$ cat src/hw/rtl/tdcp_pkg.sv
// ----------------------------------------------------------------------------
// tdcp_pkg
// Shared types and constants of the text display command port: command
// words, command sequencer states, status codes and the state record.
// ----------------------------------------------------------------------------
package tdcp_pkg;

  // command words written by the processor
  localparam logic [15:0] CMD_LOAD_BASE  = 16'h0001;
  localparam logic [15:0] CMD_SET_CURSOR = 16'h0002;
  localparam logic [15:0] CMD_ENABLE     = 16'h0003;
  localparam logic [15:0] CMD_ADVANCE    = 16'h0004;

  // item kinds on the command field
  localparam logic KIND_WORD = 1'b0;
  localparam logic KIND_TICK = 1'b1;

  // command sequencer, one-hot
  typedef enum logic [4:0] {
    SEQ_IDLE    = 5'b00001,
    SEQ_BASE    = 5'b00010,
    SEQ_CUR_COL = 5'b00100,
    SEQ_CUR_ROW = 5'b01000,
    SEQ_ENABLE  = 5'b10000
  } seq_e;

  // result status codes
  typedef enum logic [1:0] {
    STAT_DONE     = 2'd0,
    STAT_AWAIT    = 2'd1,
    STAT_BAD_CMD  = 2'd2,
    STAT_BAD_ADDR = 2'd3
  } status_e;

  // architectural state of the port
  typedef struct packed {
    seq_e        seq;
    logic [15:0] first_arg;
    logic [15:0] col;
    logic [15:0] row;
    logic        cursor_on;
    logic        blink;
    logic [15:0] base;
    logic        base_loaded;
  } tdcp_state_t;

  // per-item report besides the state
  typedef struct packed {
    status_e status;
    logic    redraw;
  } tdcp_report_t;

endpackage

$ cat src/hw/rtl/tdcp_core.sv
// ----------------------------------------------------------------------------
// tdcp_core
// Command decode for one item: computes the next port state and the status
// and redraw request from the current state and the registered item.
// ----------------------------------------------------------------------------
module tdcp_core import tdcp_pkg::*; #(
  parameter int TEXT_COLUMNS = 80,
  parameter int TEXT_LINES   = 25,
  parameter int SCREEN_WORDS = 2000
) (
  input  tdcp_state_t  state_i,
  input  logic         command_i,
  input  logic [15:0]  data_word_i,
  output tdcp_state_t  state_o,
  output tdcp_report_t report_o
);

  logic [16:0] col_inc;
  logic [16:0] row_inc;
  logic [16:0] base_end;
  logic        base_bad;

  // cursor advance arithmetic, computed without wrap
  assign col_inc  = {1'b0, state_i.col} + 17'd1;
  assign row_inc  = {1'b0, state_i.row} + 17'd1;
  // base range check: carry out means base plus screen exceeds 0xffff
  assign base_end = {1'b0, data_word_i} + 17'(SCREEN_WORDS);
  assign base_bad = base_end[16];

  // next state and report
  always_comb begin
    state_o  = state_i;
    report_o = '{status: STAT_DONE, redraw: 1'b0};

    if (command_i == KIND_TICK) begin
      state_o.blink   = ~state_i.blink;
      report_o.redraw = 1'b1;
      report_o.status = (state_i.seq != SEQ_IDLE) ? STAT_AWAIT : STAT_DONE;
    end else begin
      case (state_i.seq)
        SEQ_BASE: begin
          state_o.seq = SEQ_IDLE;
          if (base_bad) begin
            report_o.status = STAT_BAD_ADDR;
          end else begin
            state_o.base        = data_word_i;
            state_o.base_loaded = 1'b1;
            report_o.redraw     = 1'b1;
          end
        end
        SEQ_CUR_COL: begin
          state_o.first_arg = data_word_i;
          state_o.seq       = SEQ_CUR_ROW;
          report_o.status   = STAT_AWAIT;
        end
        SEQ_CUR_ROW: begin
          state_o.col = state_i.first_arg;
          state_o.row = data_word_i;
          state_o.seq = SEQ_IDLE;
        end
        SEQ_ENABLE: begin
          state_o.cursor_on = (data_word_i != 16'd0);
          state_o.seq       = SEQ_IDLE;
        end
        SEQ_IDLE: begin
          // decode a new command word
          case (data_word_i)
            CMD_LOAD_BASE: begin
              state_o.seq     = SEQ_BASE;
              report_o.status = STAT_AWAIT;
            end
            CMD_SET_CURSOR: begin
              state_o.seq     = SEQ_CUR_COL;
              report_o.status = STAT_AWAIT;
            end
            CMD_ENABLE: begin
              state_o.seq     = SEQ_ENABLE;
              report_o.status = STAT_AWAIT;
            end
            CMD_ADVANCE: begin
              if (col_inc >= 17'(TEXT_COLUMNS)) begin
                state_o.col = 16'd0;
                if (row_inc >= 17'(TEXT_LINES)) begin
                  state_o.row = 16'(TEXT_LINES - 1);
                end else begin
                  state_o.row = row_inc[15:0];
                end
              end else begin
                state_o.col = col_inc[15:0];
              end
            end
            default: begin
              report_o.status = STAT_BAD_CMD;
            end
          endcase
        end
        default: begin
          state_o.seq = SEQ_IDLE;
        end
      endcase
    end
  end

endmodule

$ cat src/hw/rtl/text_display_command_port_unit.sv
// ----------------------------------------------------------------------------
// text_display_command_port_unit
// Command front end of a text-mode display controller.
// ----------------------------------------------------------------------------
// Usage:
//   Input channel (in_valid_i / in_stall_o) carries one item per transfer:
//   command_i = 0 with a processor word on data_word_i, or command_i = 1 for
//   a blink tick. Words form commands: load base, set cursor, enable cursor,
//   advance cursor. Output channel (out_valid_o / out_stall_i) returns one
//   item per input item with cursor, base, status and redraw request.
//   An item transfers at a clock edge with valid high and stall low.
//   An accepted item passes through the input register, then the result
//   register, from which the receiver takes it. Throughput: one item per
//   cycle while the receiver does not stall; the state update is a single
//   pass of decode logic between the two registers.
//   Reset clears both stages, parks the cursor at column 0 row 0, disabled,
//   blink phase shown, base 0 and not loaded, no command pending.
//   When the receiver stalls, the result holds steady, the input register
//   keeps its item and in_stall_o rises while that register is occupied.
// ----------------------------------------------------------------------------
module text_display_command_port_unit import tdcp_pkg::*; #(
  parameter int TEXT_COLUMNS = 80,
  parameter int TEXT_LINES   = 25,
  parameter int SCREEN_WORDS = 2000
) (
  input  logic        clk_i,
  input  logic        rst_ni,
  input  logic        in_valid_i,
  output logic        in_stall_o,
  input  logic        command_i,
  input  logic [15:0] data_word_i,
  output logic        out_valid_o,
  input  logic        out_stall_i,
  output logic [15:0] cursor_col_o,
  output logic [15:0] cursor_row_o,
  output logic        cursor_enabled_o,
  output logic        cursor_visible_o,
  output logic [15:0] video_base_o,
  output logic        base_valid_o,
  output logic [1:0]  status_o,
  output logic        redraw_o
);

  logic         in_valid_q;
  logic         cmd_q;
  logic [15:0]  word_q;
  logic         out_valid_q;
  logic         out_free;
  logic         advance;
  tdcp_state_t  state_q;
  tdcp_state_t  state_d;
  tdcp_report_t report_d;
  tdcp_report_t report_q;
  tdcp_state_t  shown_q;

  // handshake control
  assign out_free   = ~out_valid_q | ~out_stall_i;
  assign advance    = in_valid_q & out_free;
  assign in_stall_o = in_valid_q & ~out_free;

  // input register
  always_ff @(posedge clk_i or negedge rst_ni) begin
    if (!rst_ni) begin
      in_valid_q <= 1'b0;
    end else if (!in_stall_o) begin
      in_valid_q <= in_valid_i;
    end
  end

  always_ff @(posedge clk_i) begin
    if (!in_stall_o && in_valid_i) begin
      cmd_q  <= command_i;
      word_q <= data_word_i;
    end
  end

  // command decode
  tdcp_core #(
    .TEXT_COLUMNS (TEXT_COLUMNS),
    .TEXT_LINES   (TEXT_LINES),
    .SCREEN_WORDS (SCREEN_WORDS)
  ) u_core (
    .state_i     (state_q),
    .command_i   (cmd_q),
    .data_word_i (word_q),
    .state_o     (state_d),
    .report_o    (report_d)
  );

  // port state, updated as each item moves to the result register
  always_ff @(posedge clk_i or negedge rst_ni) begin
    if (!rst_ni) begin
      state_q <= '{seq: SEQ_IDLE, first_arg: 16'd0, col: 16'd0, row: 16'd0,
                   cursor_on: 1'b0, blink: 1'b1, base: 16'd0, base_loaded: 1'b0};
    end else if (advance) begin
      state_q <= state_d;
    end
  end

  // result register
  always_ff @(posedge clk_i or negedge rst_ni) begin
    if (!rst_ni) begin
      out_valid_q <= 1'b0;
    end else if (out_free) begin
      out_valid_q <= in_valid_q;
    end
  end

  always_ff @(posedge clk_i) begin
    if (advance) begin
      shown_q  <= state_d;
      report_q <= report_d;
    end
  end

  // outputs
  assign out_valid_o      = out_valid_q;
  assign cursor_col_o     = shown_q.col;
  assign cursor_row_o     = shown_q.row;
  assign cursor_enabled_o = shown_q.cursor_on;
  assign cursor_visible_o = shown_q.blink;
  assign video_base_o     = shown_q.base;
  assign base_valid_o     = shown_q.base_loaded;
  assign status_o         = report_q.status;
  assign redraw_o         = report_q.redraw;

endmodule

$ cat config.mk
export PLATFORM = sky130hd
export DESIGN_NAME = text_display_command_port_unit
export DESIGN_NICKNAME = d
export VERILOG_FILES = /design/src/hw/rtl/tdcp_pkg.sv /design/src/hw/rtl/tdcp_core.sv /design/src/hw/rtl/text_display_command_port_unit.sv
export SDC_FILE = /design/constraint.sdc
export NUM_CORES = 1
export LEC_CHECK = 0
export ABC_CLOCK_PERIOD_IN_PS = 3500
export BUFFER_PORTS_ARGS = -buffer_cell sky130_fd_sc_hd__buf_2
export CAP_MARGIN = 40
export CORE_ASPECT_RATIO = 0.5
export CORE_UTILIZATION = 59
export DETAILED_ROUTE_END_ITERATION = 8
export PLACE_DENSITY = 0.8
export SYNTH_ARGS = -nofsm -noshare
export SYNTH_HDL_FRONTEND = slang
export SYNTH_SLANG_ARGS = --single-unit
$ cat constraint.sdc
create_clock -name clk_i -period 3.5 [get_ports clk_i]
set_clock_uncertainty 0.2 [all_clocks]
set_input_delay 1.05 -clock clk_i [delete_from_list [all_inputs] [get_ports clk_i]]
set_output_delay 1.05 -clock clk_i [all_outputs]
set_load 0.01 [all_outputs]
==> results.md, run 1 <==
* Sequential area share after synthesis at 58.3%
* CORE AREA at 11,100 um^2
* Slack of the worst reg-to-reg path at roughly 230 ps
* Sw Share at 27.8%
* Htree depth at 4
* Worst R2R Start: word_q[3]
* Hold crit path type: register to register
* Outcome: complete, no violations
* Largest fanout on the critical path at 8
* Setup TNS at 0 ps
* First-pass GRT wire length at 26,600 um
* ANT cells at 0
* Crit path required time at 3500 ps
* Via density at between 6 and 7
* Setup Buffers After CTS at 0
* Slew Limit Headroom at 45.7%
* Syn Area/Cell at 12.3 um^2
* Register share of total power at 47.7%
* Post-detailed-placement half-perimeter wirelength at 11,500 um
* Cts hold-fix bufs at 0
* Initial antenna violation count at 0
* Post-Syn Nets at roughly 580
* Initial Util at approximately 61%
* Largest net degree at the start of global routing at 76
* Library cells used by synthesis at 67
* Critical path class: register to register
* Static Leak at 3.27 nW
* Die height at 78.1 um
* CTS Buffer Depth at 2
* Number of I/O port buffers at 76
* Layout net count at 670
* P_sw at 1.30 mW
* Internal Power at 3.37 mW
* Maximum VDD drop at 363 uV
* Startpoint types: register
* Cell Pwr Density at 586 nW/um^2
* Slowest stage cell, crit path: nor4_1
* Die width at 154 um
* Final hold viol count at 0
* Hold path start: state_q[0]
* Mapped Cells at about 560
* Worst EP arrival at ~3300 ps
* Synth Register Bits at 145
* Async SR Flop Fraction at 51.0%
* CTS Root Cell: clkbuf_16
* Setup Viol. Count Final at 0
* Tcrit/Tclk final at 93.4%
* Final min period at 3270 ps
* Comb power frac at 17.4%
* Max Clk Rate at 306 MHz
* Clk_lat worst skew at between 400 and 500 ps
* CP max stage delay at around 580 ps
* Initial drt markers at 525
* Final WL at 16,800 um
* Final Hold Slack at 290 ps
* Synthesized cell area at 6840 um^2
* Crit-path cells: nor4_1, and4_1, and3_1, buf_4, nand2_1, nor3_1, xnor2_1, o21ai_0
* CTS Buf Count at 17
* Initial DRT Pass Iterations at 5
* Post-synth top flop: dfrtp_1
* Max_cap viols at 0
* DRT antenna net count at 0
* Via count at 5,226
* Vias in the first global route at 4,882
* Share of cells above drive strength 1 at between 30 and 40%
* Slew Limit Fails at 0
* Ys Warns at 0
* Drt wl/cell at about 21 um
* Gpl congestion at just under 1
* Most frequent cells in the layout: buf_2, dfrtp_1, edfxtp_1, mux2_2, a22o_1
* CP startpoint: word_q[3]
* Total die area at 12,100 um^2
* Fin util at approximately 71%
* Clock sinks at 145
* Worst Setup End Kind: register
* IO Pins at between 70 and 80
* Area growth syn-to-layout at 16.5%
* CTS tree: yes
* Clock power frac at 34.9%
* CTS clock-pin slew for the worst setup and hold paths at 60 ps
* Global Route Usage Sum at 29.5%
* DRC viols at 0
* RSZ-0062 raised after global routing: no
* Rows at 27
* Worst slew pin tran at 812 ps
* Commonest non-fill, non-tap cell in the layout: buf_2
* CTS resizes at 0
* Family with the most delay on the worst path: simple AND/OR/NAND/NOR gates
* EDFF count, synth at 71
* WP buf/inv at 1
* GRT overflow at 0
cells by family after synthesis:
family,Yosys count,share of synthesized area [%]
multiplexers,51,8.36
adder cells (fa/ha/maj),3,0.549
XOR/XNOR,9,1.15
flip-flops,145,58.3
AND/OR/NAND/NOR,167,13.1
AO/OA/AOI/OAI,135,14.8
buffers and inverters,47,3.71
stage by stage:
stage          instances  area, um^2  setup WS (ps)  power, mW
3_5_place_dp         772        7430            309       3.05
6_report             804        7970            231       4.67
5_1_grt              804        7970           43.6       4.85
3_3_place_gp         772        7430            319       3.02
4_1_cts              804        7970            277       4.68
2_1_floorplan        557        6850            485       2.77
routing by layer:
layer	track usage, %	part of all wire (%)	vias to the layer above
li1	-	-	2346
met1	43.9	46	2581
met2	42.7	44	274
met3	6.35	9.4	25
met4	10.6	1.3	0
met5	0	0	-
worst reg2reg max path: stages (launching register included):
cell	delay [ps]
edfxtp_1	530
nor4_1	580
and4_1	340
and3_1	290
buf_4	210
nand2_1	80
nor3_1	330
xnor2_1	150
o21ai_0	340
synthesized netlist by cell type, types with 4 or more instances:
| cell type | count | share of area, % |
|---|---|---|
| dfrtp_1 | 72 | 26 |
| edfxtp_1 | 71 | 31 |
| mux2_2 | 49 | 8.1 |
| a22o_1 | 42 | 5.4 |
| nand2_1 | 41 | 2.3 |
| nand3_1 | 20 | 1.5 |
| nor2_1 | 20 | 1.1 |
| o21ai_0 | 20 | 1.5 |
| clkbuf_1 | 18 | 0.99 |
| nand4_1 | 17 | 1.6 |
| a22oi_1 | 14 | 1.5 |
| inv_1 | 12 | 0.66 |
| nor3_1 | 12 | 0.88 |
| nor4_1 | 11 | 1.0 |
| o31ai_1 | 11 | 1.2 |
| a21oi_1 | 8 | 0.59 |
| nand2b_1 | 7 | 0.64 |
| and3_1 | 6 | 0.55 |
| xnor2_1 | 6 | 0.77 |
| o22ai_1 | 5 | 0.46 |
| a311oi_1 | 4 | 0.51 |
| buf_6 | 4 | 0.66 |
| clkbuf_2 | 4 | 0.29 |
| nor2b_1 | 4 | 0.37 |
| or3_1 | 4 | 0.37 |
power groups by stage:
stage	logic, mW	registers [mW]	clock network, mW
finish	0.811	2.23	1.63
global route	0.878	2.25	1.72
CTS	0.808	2.22	1.65
detailed placement	0.800	2.25	0
global placement	0.779	2.24	0
floorplan	0.507	2.26	0
registers in the layout (all words and copies together), names as in the netlist:
register,flops
redraw_o,1
in_valid_q,1
cursor_col_o,16
cursor_row_o,16
cursor_enabled_o,1
out_valid_o,1
base_valid_o,1
status_o,2
video_base_o,16
word_q,16
cmd_q,1
state_q,72
cursor_visible_o,1
layout make-up:
class / instances / area, um^2
sequential: 145 / 3990
fill: 797 / 3180
multi-input combinational: 365 / 2600
timing repair buffer: 105 / 623
clock buffer: 19 / 443
tap: 145 / 181
clock inverter: 13 / 87.6
inverter: 12 / 45.0
path summary, 6_finish.rpt:
check / endpoint / cells past startpoint
worst max-delay path: cursor_col_o[14] / 8
worst min-delay path: state_q[0] / 1
worst max register to register: cursor_col_o[14] / 8
worst min register to register: state_q[0] / 1
max in group asynchronous: state_q[17] / 2
min in group asynchronous: state_q[4] / 1
Note: power is estimated with default switching activity, not from simulation.
==> run 2: changes to the inputs <==
--- a/config.mk
+++ b/config.mk
@@ -14,4 +14,5 @@
 export PLACE_DENSITY = 0.8
 export SYNTH_ARGS = -nofsm -noshare
 export SYNTH_HDL_FRONTEND = slang
+export SYNTH_HIERARCHICAL = 1
 export SYNTH_SLANG_ARGS = --single-unit
==> run 2 against run 1 <==
  * Register-to-register slack got worse by 60 ps
  * Count of clock-buffer cells in the layout is 1 lower
  * Global-route usage fell by 2.0 points
  * Sequential cell count is the same
==> results.md, run 2 <==
* Commonest cells post-synth: nand2_1, dfrtp_1, edfxtp_1, mux2_4, nor2_1 (was dfrtp_1, edfxtp_1, mux2_2, a22o_1, nand2_1)
* Async SR Flop Fraction at 51.0% (unchanged)
* Layout Cells excl Fill at 832 (was 804)
* Cell accounting for the most synthesized area: edfxtp_1 (unchanged)
* Setup Viol. Count Final at 0 (unchanged)
* Count leader, synth: nand2_1 (was dfrtp_1)
* Gpl congestion at 0.919 (was 0.960)
* Clock power frac at 45.5% (was 34.9%)
* Via count at 5,234 (was 5,226)
* Syn Area/Cell at 12.9 um^2 (was 12.3 um^2)
* Worst Setup End Kind: register (unchanged)
* Initial Util at 61.5% (was 61.3%)
* Critical path class: register to register (unchanged)
* Library cells used by synthesis at 79 (was 67)
* Last element of the critical path: state_q[20] (was cursor_col_o[14])
* Design area at 8410 um^2 (was 7970 um^2)
* Crit path required time at 3600 ps (was 3500 ps)
* CTS clock-pin slew for the worst setup and hold paths at 60 ps (about the same)
* CORE AREA at 12,000 um^2 (was 11,100 um^2)
* Hold crit path type: register to register (unchanged)
* CTS resizes at 0 (unchanged)
* Vias in the first global route at 4,920 (was 4,882)
* Worst slack, placed at 257 ps (was 309 ps)
* Register share of total power at 48.2% (was 47.7%)
* Cts hold-fix bufs at 0 (unchanged)
* Mapped Cells at 573 (was 557)
* Area growth syn-to-layout at 14.1% (was 16.5%)
* Sequential area share after synthesis at 54.1% (was 58.3%)
* Global Route Usage Sum at 27.5% (was 29.5%)
* GRT overflow at 0 (unchanged)
* Ys Warns at 6 (was 0)
* P_sw at 961 uW (was 1.30 mW)
* Final hold viol count at 0 (unchanged)
* Htree depth at 4 (unchanged)
* Total die area at 13,000 um^2 (was 12,100 um^2)
* Startpoint types: register (unchanged)
* Worst slew pin tran at 786 ps (was 812 ps)
* Share of cells above drive strength 1 at 34.5% (was 30.2%)
* IO Pins at 77 (unchanged)
* CTS Buffer Depth at 2 (unchanged)
* Clock sinks at 145 (unchanged)
* CTS Root Cell: clkbuf_16 (unchanged)
* Post-synth top flop: dfrtp_1 (unchanged)
* Most frequent cells in the layout: nand2_1, buf_2, dfrtp_1, edfxtp_1, mux2_4 (was buf_2, dfrtp_1, edfxtp_1, mux2_2, a22o_1)
* Initial drt markers at 505 (was 525)
* Via density at 6.29 (was 6.50)
* Initial antenna violation count at 0 (unchanged)
* Slew Limit Headroom at 47.6% (was 45.7%)
* Cell Pwr Density at 469 nW/um^2 (was 586 nW/um^2)
* EDFF count, synth at 71 (unchanged)
* Outcome: complete, no violations (unchanged)
* Setup TNS at 0 ps (unchanged)
* Post-detailed-placement half-perimeter wirelength at 11,400 um (was 11,500 um)
* Initial DRT Pass Iterations at 5 (unchanged)
* CTS Buf Count at 17 (unchanged)
* Slack of the worst reg-to-reg path at 170 ps (was 230 ps)
* Synthesized cell area at 7370 um^2 (was 6840 um^2)
* Layout fillers at 844 (was 797)
* Layout net count at 679 (was 670)
* Max Clk Rate at 301 MHz (was 306 MHz)
* Max_cap viols at 0 (unchanged)
* Setup Buffers After CTS at 0 (unchanged)
* Largest net degree at the start of global routing at 53 (was 76)
* Tcrit/Tclk final at 95.0% (was 93.4%)
* Static Leak at 3.71 nW (was 3.27 nW)
* Slew Limit Fails at 0 (unchanged)
* Final min period at 3330 ps (was 3270 ps)
* Worst EP arrival at 3430 ps (was 3260 ps)
* First-pass GRT wire length at 26,800 um (was 26,600 um)
* Commonest non-fill, non-tap cell in the layout: nand2_1 (was buf_2)
* Placed insts at 800 (was 772)
* CTS tree: yes (unchanged)
* Post-Syn Nets at 598 (was 581)
* Drt wl/cell at 20.5 um (was 20.9 um)
* Share of the synthesized area in the top cell type at 28.9% (was 31.2%)
* Internal Power at 2.99 mW (was 3.37 mW)
* DRC viols at 0 (unchanged)
* Clk_lat worst skew at 430 ps (was 420 ps)
* Die height at 81.1 um (was 78.1 um)
* Length in cells of the worst reg-to-reg path at 8 (unchanged)
* Worst R2R End: state_q[20] (was cursor_col_o[14])
* Fin worst setup slack at 173 ps (was 231 ps)
* Sw Share at 24.4% (was 27.8%)
* Top area cells in the synthesized netlist: edfxtp_1, dfrtp_1, mux2_4 (was edfxtp_1, dfrtp_1, mux2_2)
* Final WL at 17,100 um (was 16,800 um)
* Fin util at 70.2% (was 71.5%)
* DRT antenna net count at 0 (unchanged)
* Largest fanout on the critical path at 13 (was 8)
* RSZ-0062 raised after global routing: no (unchanged)
* Number of I/O port buffers at 76 (unchanged)
* Worst R2R Start: word_q[5] (was word_q[3])
* Rows at 28 (was 27)
* Area after DPL at 7830 um^2 (was 7430 um^2)
* Max reg flops at 72 (unchanged)
* Comb power frac at 6.3% (was 17.4%)
* ANT cells at 0 (unchanged)
* Synth Register Bits at 145 (unchanged)
* Maximum VDD drop at 323 uV (was 363 uV)
* CP startpoint: word_q[5] (was word_q[3])
* Die width at 160 um (was 154 um)
* Biggest register: state_q (unchanged)
==> run 2: cell count changes after synthesis, moves of 6 or more <==
| cell | previous run | this run |
|---|---|---|
| mux2_4 | 0 | 69 |
| nand2_1 | 41 | 84 |
| a22o_1 | 42 | 12 |
| mux2_2 | 49 | 20 |
| a22oi_1 | 14 | 3 |
| clkbuf_1 | 18 | 9 |
| o31ai_1 | 11 | 2 |
| buf_12 | 0 | 8 |
| nand4_1 | 17 | 9 |
| a21oi_1 | 8 | 14 |
==> run 2: cell type report <==
cell class                      instances  area, um^2  share of cell area (%)
Sequential cell                       145        3990                    47.4
Multi-Input combinational cell        386        3050                    36.3
Timing Repair Buffer                   92         538                    6.40
Clock buffer                           18         439                    5.22
Tap cell                              165         206                    2.45
Clock inverter                         14         145                    1.73
Inverter                               12        45.0                   0.535
==> run 2: how the worst min path moves through the flow <==
stage | startpoint | end | slack [ps] | cells past startpoint
after global routing | in_valid_q | out_valid_o | 310 | 1
final | in_valid_q | out_valid_o | 290 | 1
after floorplan | in_valid_q | out_valid_o | 250 | 1
after CTS | in_valid_q | out_valid_o | 290 | 1
after detailed placement | in_valid_q | out_valid_o | 280 | 1
after global placement | in_valid_q | out_valid_o | 270 | 1
==> run 2: per-stage QoR <==
step                total power, mW  hold slack [ps]
detailed placement             2.19              281
finish                         3.95              288
CTS                            3.97              293
global route                   4.06              314
floorplan                      2.10              247
global placement               2.18              270
==> run 2: cell families (layout without fill, tap and decap cells) <==
family / count (synthesis) / count (layout) / share of synthesized area [%]
AND/OR/NAND/NOR: 188 / 188 / 12.6
flip-flops: 145 / 145 / 54.1
AO/OA/AOI/OAI: 99 / 99 / 10.1
multiplexers: 89 / 89 / 17.1
adder cells (fa/ha/maj): 4 / 4 / 0.679
XOR/XNOR: 6 / 6 / 0.713
buffers and inverters: 42 / 136 / 4.65
==> run 2: power by group through the flow <==
stage / clock network (mW) / registers (mW) / logic [mW]
global route: 1.89 / 1.91 / 0.269
finish: 1.80 / 1.90 / 0.251
detailed placement: 0 / 1.93 / 0.252
floorplan: 0 / 1.95 / 0.146
global placement: 0 / 1.93 / 0.249
CTS: 1.82 / 1.90 / 0.254
==> run 2: per-layer routing <==
metal	vias up	wire length, um	global-route usage [%]
met5	-	0	0
met4	0	297	9.71
met3	35	1480	6.89
met2	291	7650	42.7
met1	2595	7670	38.1
li1	2313	-	-
==> run 2: critical path: stages, from the launching register on <==
cell and delay [ps]:
edfxtp_1 480, or4_1 600, nor4_4 400, and3_1 290
nand2_2 120, a21oi_2 330, nor2_4 150, a221o_1 360
mux2_4 270
